[src/rtl/core/string_key_sort_and_search_unit_macros.svh]
// Assertion macros for the string key sort and search unit.
// Used by the datapath; no other dependencies.
`ifndef STRING_KEY_SORT_AND_SEARCH_UNIT_MACROS_SVH
`define STRING_KEY_SORT_AND_SEARCH_UNIT_MACROS_SVH
`ifndef SYNTH
`define SKS_ASSERT(lbl, clk, rst_n, prop) \
  lbl: assert property (@(posedge clk) disable iff (!rst_n) prop) \
    else $error("sks assertion failed");
`define SKS_ASSERT_NR(lbl, clk, prop) \
  lbl: assert property (@(posedge clk) prop) \
    else $error("sks assertion failed");
`else
`define SKS_ASSERT(lbl, clk, rst_n, prop)
`define SKS_ASSERT_NR(lbl, clk, prop)
`endif
`endif

[src/rtl/core/sks_pkg.sv]
// Shared types and constants of the string key sort and search unit.
// No dependencies.
`timescale 1ns / 1ps
`default_nettype none
package sks_pkg;
  localparam int OP_W     = 2;
  localparam int BYTE_W   = 8;
  localparam int CODE_W   = 32;
  localparam int STATUS_W = 3;
  localparam int POS_W    = 7;

  typedef enum logic [OP_W-1:0] {
    OP_LOAD   = 2'd0,
    OP_SORT   = 2'd1,
    OP_SEARCH = 2'd2
  } op_t;

  typedef enum logic [STATUS_W-1:0] {
    ST_STORED    = 3'd0,
    ST_FULL      = 3'd1,
    ST_SORTED    = 3'd2,
    ST_FOUND     = 3'd3,
    ST_NOT_FOUND = 3'd4
  } status_t;

  typedef enum logic [4:0] {
    S_IDLE, S_LD_PAD, S_LD_COMMIT, S_EM_FULL, S_SK_PAD, S_SR_INIT, S_SR_MID,
    S_SR_RD, S_SR_EV, S_SR_CHK, S_SR_CODE, S_SR_FOUND, S_SR_MISS, S_SRT_ROW,
    S_CMP_CHK, S_CMP_RD, S_CMP_EV, S_SW_RD, S_SW_W1, S_SW_W2, S_CS_RD,
    S_CS_W1, S_CS_W2, S_SRT_DONE
  } state_t;

  typedef enum logic [4:0] {
    ACT_NONE, ACT_LD_BYTE, ACT_LD_FULL, ACT_LD_PAD, ACT_LD_COMMIT, ACT_EM_FULL,
    ACT_SK_BYTE, ACT_SK_PAD, ACT_SR_INIT, ACT_SR_MID, ACT_SR_EV, ACT_SR_FOUND,
    ACT_SR_MISS, ACT_SRT_INIT, ACT_SRT_ROW, ACT_K_CLR, ACT_CMP_EV, ACT_SW_W1,
    ACT_SW_W2, ACT_CS_W1, ACT_CS_W2, ACT_SRT_DONE
  } act_t;

  typedef enum logic [1:0] {
    ROW_J,
    ROW_I,
    ROW_MID
  } row_sel_t;

  typedef struct packed {
    act_t     act;
    row_sel_t row_sel;
  } cmd_t;

  typedef struct packed {
    logic full;
    logic cnt_zero;
    logic slot_free;
    logic lpad_end;
    logic spad_end;
    logic i_end;
    logic j_end;
    logic k_end;
    logic byte_ne;
    logic lo_le_hi;
  } sts_t;
endpackage
`default_nettype wire

[src/rtl/core/sks_ctrl.sv]
// Controller state machine of the string key sort and search unit.
// Depends on sks_pkg.
`timescale 1ns / 1ps
`default_nettype none
module sks_ctrl (
  input  wire logic                     clk,
  input  wire logic                     rst_n,
  input  wire logic                     in_tvalid,
  output logic                          in_tready,
  input  wire logic [sks_pkg::OP_W-1:0] in_op,
  input  wire logic                     in_last,
  input  wire sks_pkg::sts_t            sts,
  output sks_pkg::cmd_t                 cmd
);
  sks_pkg::state_t state_r, state_nxt;

  always_ff @(posedge clk) begin
    if (!rst_n) begin
      state_r <= sks_pkg::S_IDLE;
    end else begin
      state_r <= state_nxt;
    end
  end

  always_comb begin
    state_nxt = state_r;
    case (state_r)
      sks_pkg::S_IDLE: begin
        if (in_tvalid) begin
          case (in_op)
            sks_pkg::OP_LOAD: begin
              if (sts.full) begin
                if (in_last) state_nxt = sks_pkg::S_EM_FULL;
              end else if (in_last) begin
                state_nxt = sks_pkg::S_LD_PAD;
              end
            end
            sks_pkg::OP_SORT:   state_nxt = sks_pkg::S_SRT_ROW;
            sks_pkg::OP_SEARCH: if (in_last) state_nxt = sks_pkg::S_SK_PAD;
            default:            state_nxt = sks_pkg::S_IDLE;
          endcase
        end
      end
      sks_pkg::S_LD_PAD:    if (sts.lpad_end) state_nxt = sks_pkg::S_LD_COMMIT;
      sks_pkg::S_LD_COMMIT: if (sts.slot_free) state_nxt = sks_pkg::S_IDLE;
      sks_pkg::S_EM_FULL:   if (sts.slot_free) state_nxt = sks_pkg::S_IDLE;
      sks_pkg::S_SK_PAD:    if (sts.spad_end) state_nxt = sks_pkg::S_SR_INIT;
      sks_pkg::S_SR_INIT: begin
        state_nxt = sts.cnt_zero ? sks_pkg::S_SR_MISS : sks_pkg::S_SR_MID;
      end
      sks_pkg::S_SR_MID: state_nxt = sks_pkg::S_SR_RD;
      sks_pkg::S_SR_RD:  state_nxt = sks_pkg::S_SR_EV;
      sks_pkg::S_SR_EV: begin
        if (sts.byte_ne) state_nxt = sks_pkg::S_SR_CHK;
        else if (sts.k_end) state_nxt = sks_pkg::S_SR_CODE;
        else state_nxt = sks_pkg::S_SR_RD;
      end
      sks_pkg::S_SR_CHK: begin
        state_nxt = sts.lo_le_hi ? sks_pkg::S_SR_MID : sks_pkg::S_SR_MISS;
      end
      sks_pkg::S_SR_CODE:  state_nxt = sks_pkg::S_SR_FOUND;
      sks_pkg::S_SR_FOUND: if (sts.slot_free) state_nxt = sks_pkg::S_IDLE;
      sks_pkg::S_SR_MISS:  if (sts.slot_free) state_nxt = sks_pkg::S_IDLE;
      sks_pkg::S_SRT_ROW: begin
        state_nxt = sts.i_end ? sks_pkg::S_SRT_DONE : sks_pkg::S_CMP_CHK;
      end
      sks_pkg::S_CMP_CHK: begin
        state_nxt = sts.j_end ? sks_pkg::S_SW_RD : sks_pkg::S_CMP_RD;
      end
      sks_pkg::S_CMP_RD: state_nxt = sks_pkg::S_CMP_EV;
      sks_pkg::S_CMP_EV: begin
        if (sts.byte_ne || sts.k_end) state_nxt = sks_pkg::S_CMP_CHK;
        else state_nxt = sks_pkg::S_CMP_RD;
      end
      sks_pkg::S_SW_RD: state_nxt = sks_pkg::S_SW_W1;
      sks_pkg::S_SW_W1: state_nxt = sks_pkg::S_SW_W2;
      sks_pkg::S_SW_W2: state_nxt = sts.k_end ? sks_pkg::S_CS_RD : sks_pkg::S_SW_RD;
      sks_pkg::S_CS_RD: state_nxt = sks_pkg::S_CS_W1;
      sks_pkg::S_CS_W1: state_nxt = sks_pkg::S_CS_W2;
      sks_pkg::S_CS_W2: state_nxt = sks_pkg::S_SRT_ROW;
      sks_pkg::S_SRT_DONE: if (sts.slot_free) state_nxt = sks_pkg::S_IDLE;
      default: state_nxt = sks_pkg::S_IDLE;
    endcase
  end

  always_comb begin
    in_tready   = (state_r == sks_pkg::S_IDLE);
    cmd.act     = sks_pkg::ACT_NONE;
    cmd.row_sel = sks_pkg::ROW_J;
    case (state_r)
      sks_pkg::S_IDLE: begin
        if (in_tvalid) begin
          case (in_op)
            sks_pkg::OP_LOAD: begin
              if (sts.full) begin
                if (in_last) cmd.act = sks_pkg::ACT_LD_FULL;
              end else begin
                cmd.act = sks_pkg::ACT_LD_BYTE;
              end
            end
            sks_pkg::OP_SORT:   cmd.act = sks_pkg::ACT_SRT_INIT;
            sks_pkg::OP_SEARCH: cmd.act = sks_pkg::ACT_SK_BYTE;
            default:            cmd.act = sks_pkg::ACT_NONE;
          endcase
        end
      end
      sks_pkg::S_LD_PAD:    if (!sts.lpad_end) cmd.act = sks_pkg::ACT_LD_PAD;
      sks_pkg::S_LD_COMMIT: if (sts.slot_free) cmd.act = sks_pkg::ACT_LD_COMMIT;
      sks_pkg::S_EM_FULL:   if (sts.slot_free) cmd.act = sks_pkg::ACT_EM_FULL;
      sks_pkg::S_SK_PAD:    if (!sts.spad_end) cmd.act = sks_pkg::ACT_SK_PAD;
      sks_pkg::S_SR_INIT:   cmd.act = sks_pkg::ACT_SR_INIT;
      sks_pkg::S_SR_MID: begin
        cmd.act     = sks_pkg::ACT_SR_MID;
        cmd.row_sel = sks_pkg::ROW_MID;
      end
      sks_pkg::S_SR_RD, sks_pkg::S_SR_CHK, sks_pkg::S_SR_CODE: begin
        cmd.row_sel = sks_pkg::ROW_MID;
      end
      sks_pkg::S_SR_EV: begin
        cmd.act     = sks_pkg::ACT_SR_EV;
        cmd.row_sel = sks_pkg::ROW_MID;
      end
      sks_pkg::S_SR_FOUND: begin
        cmd.row_sel = sks_pkg::ROW_MID;
        if (sts.slot_free) cmd.act = sks_pkg::ACT_SR_FOUND;
      end
      sks_pkg::S_SR_MISS: if (sts.slot_free) cmd.act = sks_pkg::ACT_SR_MISS;
      sks_pkg::S_SRT_ROW: if (!sts.i_end) cmd.act = sks_pkg::ACT_SRT_ROW;
      sks_pkg::S_CMP_CHK: cmd.act = sks_pkg::ACT_K_CLR;
      sks_pkg::S_CMP_EV:  cmd.act = sks_pkg::ACT_CMP_EV;
      sks_pkg::S_SW_RD, sks_pkg::S_CS_RD: cmd.row_sel = sks_pkg::ROW_I;
      sks_pkg::S_SW_W1: begin
        cmd.act     = sks_pkg::ACT_SW_W1;
        cmd.row_sel = sks_pkg::ROW_I;
      end
      sks_pkg::S_SW_W2: begin
        cmd.act     = sks_pkg::ACT_SW_W2;
        cmd.row_sel = sks_pkg::ROW_I;
      end
      sks_pkg::S_CS_W1: begin
        cmd.act     = sks_pkg::ACT_CS_W1;
        cmd.row_sel = sks_pkg::ROW_I;
      end
      sks_pkg::S_CS_W2: begin
        cmd.act     = sks_pkg::ACT_CS_W2;
        cmd.row_sel = sks_pkg::ROW_I;
      end
      sks_pkg::S_SRT_DONE: if (sts.slot_free) cmd.act = sks_pkg::ACT_SRT_DONE;
      default: cmd.act = sks_pkg::ACT_NONE;
    endcase
  end
endmodule
`default_nettype wire

[config.mk]
export PLATFORM = sky130hd
export DESIGN_NAME = sks_ctrl
export DESIGN_NICKNAME = d
export VERILOG_FILES = /design/src/rtl/core/string_key_sort_and_search_unit_macros.svh /design/src/rtl/core/sks_pkg.sv /design/src/rtl/core/sks_ctrl.sv
export SDC_FILE = /design/constraint.sdc
export NUM_CORES = 1
export LEC_CHECK = 0
export BUFFER_PORTS_ARGS = -buffer_cell sky130_fd_sc_hd__buf_2
export CAP_MARGIN = 20
export CORE_ASPECT_RATIO = 0.7
export CORE_MARGIN = 5
export CORE_UTILIZATION = 55
export DETAILED_ROUTE_END_ITERATION = 10
export PLACE_DENSITY = 0.8
export SLEW_MARGIN = 20
export SYNTH_ARGS = -nofsm -noshare
export SYNTH_HDL_FRONTEND = slang
export SYNTH_SLANG_ARGS = --single-unit
export TNS_END_PERCENT = 10
[constraint.sdc]
create_clock -name clk -period 2.18 [get_ports clk]
set_clock_uncertainty 0.1 [all_clocks]
set_input_delay 0.109 -clock clk [delete_from_list [all_inputs] [get_ports clk]]
set_output_delay 0.109 -clock clk [all_outputs]
set_load 0.05 [all_outputs]
==> flow_summary.json, run 1 <==
{
  "dr.max_layer_used": "met4",
  "yosys_register_bits": 5,
  "drt_wl_total_um": 3790,
  "slowest_stage": "or3_1",
  "path_clk_slew_ns": 0.04,
  "wl_met1_um": 1680,
  "avgSynthCellArea_um2": 6.59,
  "peakVddDrop_v": 0.000943,
  "fin_crit_sh_pct": 96.3,
  "hpwl_um": 2880,
  "dp_slack_ns": 0.130,
  "grt_max_degree": 23,
  "synth-edff-count": 0,
  "synth-seq-area-share_pct": 8.88,
  "final_nets": 214,
  "worst_slack_ns": 0.0810,
  "fin_crit_ns": 2.10,
  "numCtsBuffers": 3,
  "cts_buffer_depth": 2,
  "die_x_um": 64.1,
  "endpoint": "cmd[3]",
  "slew_headroom_pct": 70.5,
  "rsz0062_at_grt": "false",
  "critPathRequiredTime_ns": 1.97,
  "cts-htree-levels": 1,
  "intPower_mw": 0.669,
  "die_y_um": 47.9,
  "synth.top_cell.area_share_pct": 8.88,
  "areaGrowthSynthToFinish_pct": 19.0,
  "path_delay_family": "simple AND/OR/NAND/NOR gates",
  "vias": 1447,
  "grt_pass1_vias": 1277,
  "largest_reg_flops": 5,
  "critPathLaunch": "state_r[1]",
  "yosysUniqueCellTypes": 54,
  "global_route.overflow_total": 0,
  "slowest_delay_ns": 0.49,
  "crit_chain": "or3_1 -> nor3_4 -> a32oi_1 -> nand3_1 -> buf_2",
  "drt-wirelength-per-cell_um": 17.6,
  "p_per_area_nw_per_um2": 1210,
  "setup_viol_count_final": 0,
  "hp-class": "in2reg",
  "power.total_mw": 1.63,
  "p_switching_mw": 0.959,
  "synth.area.top_cells": "dfxtp_1 8.9%, nand2_1 6.7%, nor2_1 5.0%",
  "reg_top3": "state_r: 5 flops",
  "synth_area_um2": 1130,
  "antenna_found_initial": 0,
  "grt_pass1_wl_um": 5890,
  "holdWs_ns": 0.0575,
  "fin_setup_tns_ns": 0,
  "firstDrtPassIters": 5,
  "dpl.cell_count": 210,
  "rr_endpoint": "state_r[0]",
  "combPwrFrac_pct": 80.9,
  "status": "complete, no violations",
  "cp-start-kind": "flip-flop",
  "ff2ff_path_depth": 6,
  "crit_type": "reg2out",
  "path_depth": 5,
  "clk_latency_ns": 0.24,
  "endpoint_kind": "primary output",
  "syn_inst": 171,
  "synth-async-reset-ratio_pct": 0,
  "yosysMostFrequentCell": "nand2_1",
  "leakagePower_nw": 0.519,
  "synthTopCellsByCount": "20 x nand2_1, 15 x nor2_1, 10 x o21ai_0",
  "io_buffers": 23,
  "viasPerCell": 6.73,
  "path_buf_inv": 1,
  "first_iter_violations": 237,
  "rows": 13,
  "antenna_cells": 0,
  "cts_tree": "done",
  "yosys.area.top_type": "dfxtp_1",
  "drive_above_1_share_pct": 28.0,
  "root_buffer": "clkbuf_4",
  "drv_cap": 0,
  "fin_cells": 215,
  "timing.fmax_ghz": 0.476,
  "pwr-share-seq_pct": 12.4,
  "syn-num-nets": 191,
  "clock_power_share_pct": 6.7,
  "synthFlopType": "dfxtp_1",
  "yosysWarnings": 0,
  "fp.coreArea_um2": 1900,
  "hold_viol": 0,
  "ctsHoldBuffers": 0,
  "wl_met2_um": 1680,
  "p_sw_share_pct": 58.9,
  "wl_met3_um": 415,
  "regMostFlops": "state_r",
  "slew_viol_final": 0,
  "worstMarginPinSlew_ns": 0.440,
  "reg2reg_from": "state_r[3]",
  "cp_max_fo": 8,
  "place.gp.congestion": 0.964,
  "grtUsageTotal_pct": 24.5,
  "drc": 0,
  "cts_sinks": 5,
  "die_area_um2": 3070,
  "antenna_left": 0,
  "initial_utilization_pct": 59.2,
  "io_pins": 24,
  "crit_arrival_ns": 1.89,
  "ff2ff_setup_slack_ns": 0.19
}
layout by cell type, fill, tap and decap left out, types with 2 or more instances in the layout:
cell	count
nor3_1	7
inv_1	5
o21a_1	2
dfxtp_2	4
nand2b_1	3
ha_1	4
o21ai_0	9
nor2b_1	9
nand3_1	6
a31oi_1	2
nand3b_1	2
and2_1	2
buf_2	23
o22ai_1	8
a41oi_1	2
nand4_1	3
a211oi_1	4
o32ai_1	3
o21bai_1	2
nor3b_1	2
a32oi_1	4
o211ai_1	2
buf_4	11
a21oi_1	7
nand2_1	20
clkbuf_4	3
nor2_1	15
power by group through the flow:
stage	combinational, mW	clock [mW]	sequential (mW)
after floorplan	1.01	0	0.131
after global placement	1.24	0	0.183
after detailed placement	1.25	0	0.185
after CTS	1.29	0.114	0.187
after global routing	1.40	0.120	0.204
final	1.32	0.109	0.202
kinds of logic (layout without fill, tap and decap cells):
family                   after synthesis  after routing  synth area share (%)
AO/OA/AOI/OAI                         59             59                  37.6
XOR/XNOR                               1              1                 0.777
adder cells (fa/ha/maj)                4              4                  4.44
buffers and inverters                 23             45                  9.66
flip-flops                             5              5                  8.88
AND/OR/NAND/NOR                       79             79                  38.6
timing repair:
item	4_1_cts	5_1_grt
setup endpoints to repair	3	5
pin swaps	1	1
gates resized for setup	3	9
buffers inserted	1	0
worst register-to-register path, cell delays in order, from the launching register on:
cell,delay [ns]
dfxtp_2,0.38
buf_4,0.18
nor3b_1,0.15
a32o_1,0.25
nor4_4,0.41
nand4_2,0.22
o22ai_1,0.20
through the flow:
stage	util [%]	cell area [um^2]
floorplan	-	1130
global placement	66.9	1270
detailed placement	66.9	1270
CTS	69.0	1310
global route	70.5	1340
finish	70.5	1340
layout make-up:
type,count,area (um^2)
repair buffers,35,209
inverters,6,26.3
clock buffers,4,26.3
multi-input cells,143,943
fillers,167,562
well taps,22,27.5
flip-flops and latches,5,109
worst min path at each step:
stage / start / end / slack, ns / cells after the start
3_5_place_dp: rst_n / state_r[4] / 0.31 / 2
4_1_cts: rst_n / state_r[4] / 0.06 / 2
6_report: rst_n / state_r[4] / 0.06 / 2
3_3_place_gp: rst_n / state_r[4] / 0.30 / 2
5_1_grt: rst_n / state_r[4] / 0.06 / 2
2_1_floorplan: rst_n / state_r[4] / 0.13 / 1
layer usage:
| layer | GRT usage [%] | vias up |
|---|---|---|
| met3 | 6.34 | 5 |
| met5 | 0 | - |
| met4 | 2.03 | 0 |
| li1 | - | 694 |
| met2 | 41.7 | 93 |
| met1 | 33.1 | 655 |
No activity file was read; power rests on OpenSTA's default activity.
==> inputs of run 2 (changes only) <==
Settings changed: CORE_UTILIZATION 55 to 49, PLACE_DENSITY 0.8 to 0.76.
Clock period 2.18 ns to 1.9 ns, I/O delays scaled along.
==> run 2 against run 1 <==
Effect of this change: the flow now finishes with violations (negative setup slack); largest power group unchanged; critical path type unchanged; sequential share of layout area down 1.5 points; sequential power shrank 3%; global-route usage increased by 3.2 points; highest routed layer unchanged.
==> flow_summary.json, run 2 (synthesis gave the netlist of run 1 again) <==
{
  "place.gp.congestion": 0.952,
  "fillCellCount": 186,
  "first_iter_violations": 197,
  "violations": "negative setup slack",
  "rows": 14,
  "cts_tree": "done",
  "antenna_found_initial": 0,
  "multi_input_area_um2": 961,
  "numCtsBuffers": 3,
  "setup_viol_count_final": 6,
  "root_buffer": "clkbuf_4",
  "final_common_cell": "buf_4",
  "die_x_um": 67.3,
  "hold_viol": 0,
  "cts_buffer_depth": 2,
  "intPower_mw": 1.14,
  "fin_crit_ns": 1.97,
  "cts-htree-levels": 1,
  "crit_type": "reg2out",
  "drt_wl_total_um": 4640,
  "io_buffers": 23,
  "peakVddDrop_v": 0.000631,
  "cts_sinks": 5,
  "p_sw_share_pct": 52.3,
  "io_pins": 24,
  "fin_crit_sh_pct": 104,
  "reg2reg_from": "state_r[2]",
  "dp_slack_ns": -0.0691,
  "reg_top3": "state_r: 5 flops",
  "global_route.overflow_total": 0,
  "path_clk_slew_ns": 0.04,
  "clock_power_share_pct": 5.1,
  "slew_headroom_pct": 59.8,
  "regMostFlops": "state_r",
  "drive_above_1_share_pct": 37.4,
  "seqCellArea_um2": 105,
  "pwr-share-seq_pct": 8.2,
  "timing.fmax_ghz": 0.507,
  "hp-class": "in2reg",
  "final_nets": 235,
  "initial_utilization_pct": 51.9,
  "cp-start-kind": "flip-flop",
  "clk_latency_ns": 0.24,
  "endpoint_kind": "primary output",
  "critPathRequiredTime_ns": 1.70,
  "status": "finished with violations",
  "grt_pass1_wl_um": 7200,
  "rsz0062_at_grt": "true",
  "grt_pass1_vias": 1535,
  "grtUsageTotal_pct": 27.7,
  "drv_cap": 0,
  "firstDrtPassIters": 5,
  "endpoint": "cmd[2]",
  "combPwrFrac_pct": 86.8,
  "drt-wirelength-per-cell_um": 18.9,
  "fp.coreArea_um2": 2170,
  "final_cell_mix": "28 x buf_4, 20 x nand2_1, 17 x buf_2",
  "ff2ff_path_depth": 6,
  "crit_arrival_ns": 1.78,
  "viasPerCell": 6.65,
  "die_y_um": 50.1,
  "hpwl_um": 3320,
  "p_switching_mw": 1.26,
  "die_area_um2": 3380,
  "cp_max_fo": 13,
  "worst_slack_ns": -0.0721,
  "power.total_mw": 2.40,
  "worstMarginPinSlew_ns": 0.587,
  "drc": 0,
  "rr_endpoint": "state_r[3]",
  "ff2ff_setup_slack_ns": -0.01,
  "largest_reg_flops": 5,
  "leakagePower_nw": 0.640,
  "critPathLaunch": "state_r[4]",
  "fin_area_um2": 1590,
  "placed_area_um2": 1470,
  "antenna_left": 0,
  "p_per_area_nw_per_um2": 1510,
  "antenna_cells": 0,
  "slew_viol_final": 0,
  "areaGrowthSynthToFinish_pct": 41.3,
  "grt_max_degree": 28,
  "vias": 1637
}
[run 2: worst min-delay path by stage]
stage                      from    endpoint  slack, ns  depth (start not counted)
after floorplan           rst_n  state_r[4]       0.11                          1
after global placement    rst_n  state_r[4]       0.30                          2
after detailed placement  rst_n  state_r[4]       0.30                          2
after CTS                 rst_n  state_r[4]       0.05                          2
after global routing      rst_n  state_r[4]       0.05                          2
final                     rst_n  state_r[4]       0.05                          2
[run 2: worst max-delay path, stage by stage (launching register included)]
cell and delay (ns):
dfxtp_2 0.38, buf_4 0.22, nor2b_1 0.21, a21oi_1 0.07, o32ai_1 0.27, nand2_1 0.09
nand4_1 0.13, buf_6 0.17
[run 2: power by group through the flow]
| stage | clock [mW] | sequential [mW] | combinational (mW) |
|---|---|---|---|
| global placement | 0 | 0.180 | 1.72 |
| floorplan | 0 | 0.151 | 1.17 |
| global route | 0.141 | 0.199 | 2.18 |
| detailed placement | 0 | 0.184 | 1.73 |
| finish | 0.122 | 0.196 | 2.08 |
| CTS | 0.124 | 0.189 | 1.92 |
[run 2: repair_timing]
item	CTS	global route
hold buffers	0	0
pin swaps	6	2
endpoints found under the setup margin	10	10
setup buffers	2	1
resized for setup	20	7
[run 2: through the flow]
stage	setup TNS, ns	utilization (%)	instances	hold slack (ns)
final	-0.222	73.3	246	0.0529
after CTS	-0.195	71.8	245	0.0451
after detailed placement	-0.215	67.5	239	0.303
after global routing	-0.870	73.3	246	0.0460
after global placement	-0.218	67.5	239	0.296
after floorplan	-0.853	-	171	0.112
[run 2: metal layers]
metal  track usage (%)  part of all wire (%)  wire length (um)  vias to the layer above
li1                  -                     -                 -                      730
met1              34.5                    39              1790                      737
met2              43.2                    43              2000                      128
met3              9.38                    13               601                       42
met4              12.5                   5.4               250                        0
met5                 0                     0                 0                        -
[run 2: layout make-up]
cell class / count / share of cell area (%)
timing repair buffer: 56 / 27.4
tap: 32 / 2.51
multi-input combinational: 143 / 60.3
inverter: 6 / 1.49
sequential: 5 / 6.60
clock buffer: 4 / 1.65
==> inputs of run 3 (changes only) <==
Settings changed: CORE_MARGIN 5 to 10, TNS_END_PERCENT 10 to not set.
==> run 3 against run 2 <==
Effect of this change: the run still ends with negative setup slack left; worst setup slack better by 0.024 ns; die area rose by 38%; sequential share of layout area rose by 0.54 points; critical path type unchanged; critical endpoint unchanged.
==> flow_summary.json, run 3 (synthesis gave the netlist of run 1 again) <==
{
  "status": "finished with violations",
  "violations": "negative setup slack",
  "drt_wl_total_um": 4360,
  "worstMarginPinSlew_ns": 0.438,
  "rsz0062_at_grt": "true",
  "slowest_stage": "dfxtp_4",
  "antenna_cells": 0,
  "reg2reg_from": "state_r[2]",
  "rows": 14,
  "cp_max_fo": 6,
  "cts_tree": "done",
  "io_pins": 24,
  "ff2ff_setup_slack_ns": 0.02,
  "path_delay_family": "compound AO/OA/AOI/OAI gates",
  "antenna_left": 0,
  "fp.coreArea_um2": 2170,
  "grt_pass1_vias": 1405,
  "die_y_um": 60.1,
  "grtUsageTotal_pct": 17.6,
  "antenna_found_initial": 0,
  "drt-wirelength-per-cell_um": 18.2,
  "io_buffers": 23,
  "timing.fmax_ghz": 0.513,
  "place.gp.congestion": 0.955,
  "largest_reg_flops": 5,
  "drc": 0,
  "drive_above_1_share_pct": 40.1,
  "fin_cells": 239,
  "hold_viol": 0,
  "crit_type": "reg2out",
  "grt_max_degree": 19,
  "final_cell_mix": "24 x buf_4, 19 x nand2_1, 18 x buf_2",
  "firstDrtPassIters": 5,
  "cts_buffer_depth": 2,
  "die_area_um2": 4650,
  "ff2ff_path_depth": 6,
  "final_nets": 228,
  "slowest_delay_ns": 0.36,
  "worst_slack_ns": -0.0478,
  "peakVddDrop_v": 0.000545,
  "slew_viol_final": 0,
  "root_buffer": "clkbuf_4",
  "critPathRequiredTime_ns": 1.70,
  "numCtsBuffers": 3,
  "final_common_cell": "buf_4",
  "viasPerCell": 6.59,
  "fin_crit_ns": 1.95,
  "holdWs_ns": 0.0422,
  "critPathLaunch": "state_r[2]",
  "clk_latency_ns": 0.25,
  "path_depth": 6,
  "endpoint_kind": "primary output",
  "global_route.overflow_total": 0,
  "reg_top3": "state_r: 5 flops",
  "vias": 1576,
  "dpl.cell_count": 233,
  "power.total_mw": 2.22,
  "crit_arrival_ns": 1.75,
  "dp_slack_ns": -0.0336,
  "setup_viol_count_final": 1,
  "cts_sinks": 5,
  "first_iter_violations": 176,
  "path_buf_inv": 2,
  "leakagePower_nw": 0.626,
  "fin_crit_sh_pct": 103,
  "hpwl_um": 3280,
  "die_x_um": 77.3,
  "path_clk_slew_ns": 0.04,
  "p_per_area_nw_per_um2": 1390,
  "crit_chain": "nor3b_1 -> buf_4 -> a32o_2 -> a41oi_2 -> nand4_1 -> buf_6",
  "cts-htree-levels": 1,
  "initial_utilization_pct": 51.9,
  "regMostFlops": "state_r",
  "cp-start-kind": "flip-flop",
  "drv_cap": 0,
  "endpoint": "cmd[2]",
  "grt_pass1_wl_um": 6780,
  "hp-class": "in2reg",
  "areaGrowthSynthToFinish_pct": 41.5,
  "rr_endpoint": "state_r[1]",
  "slew_headroom_pct": 70.1
}
run 3: cell types whose count changed in the layout (fill, tap and decap cells not counted), moves of 2 or more:
cell,change
dfxtp_2,-2
dfxtp_4,+3
buf_4,-4
a211oi_2,-2
buf_6,-4
o22ai_2,+2
o22ai_1,-2
run 3: timing repair:
action                     4_1_cts  5_1_grt
buffers inserted                 2        0
resized for setup               20       11
pin swaps                        7       10
setup endpoints to repair        9       11
hold buffers                     0        0
run 3: final cells by class:
type | instances | area, um^2
timing repair buffer | 49 | 362
tap | 32 | 40.0
sequential | 5 | 114
multi-input combinational | 143 | 1030
clock buffer | 4 | 26.3
fill | 178 | 577
inverter | 6 | 23.8
run 3: worst min-delay path by stage:
stage | cells past startpoint | start | end
2_1_floorplan | 1 | rst_n | state_r[4]
3_3_place_gp | 2 | rst_n | state_r[4]
3_5_place_dp | 2 | rst_n | state_r[4]
4_1_cts | 2 | rst_n | state_r[4]
5_1_grt | 2 | rst_n | state_r[4]
6_report | 2 | rst_n | state_r[4]
run 3: where the power goes:
group / switching, mW / internal (mW) / leakage (nW)
Combinational: 1.09 / 0.784 / 0.567
Sequential: 0.0707 / 0.146 / 0.0439
Clock: 0.0494 / 0.0797 / 0.0150
run 3: routing by layer:
metal  GRT usage, %  wire [um]  vias up
met1           22.3       1820      725
met5              0          0        -
met3           3.29        468       13
met2           28.5       1960      117
met4           7.77        110        0
li1               -          -      721
run 3: per-stage QoR:
step	utilization, %	setup TNS [ns]	instance area (um^2)
detailed placement	66.7	-0.0604	1450
CTS	71.6	-0.148	1560
global placement	66.7	0	1450
global route	73.4	-0.354	1600
finish	73.4	-0.0478	1600
floorplan	-	-0.203	1190
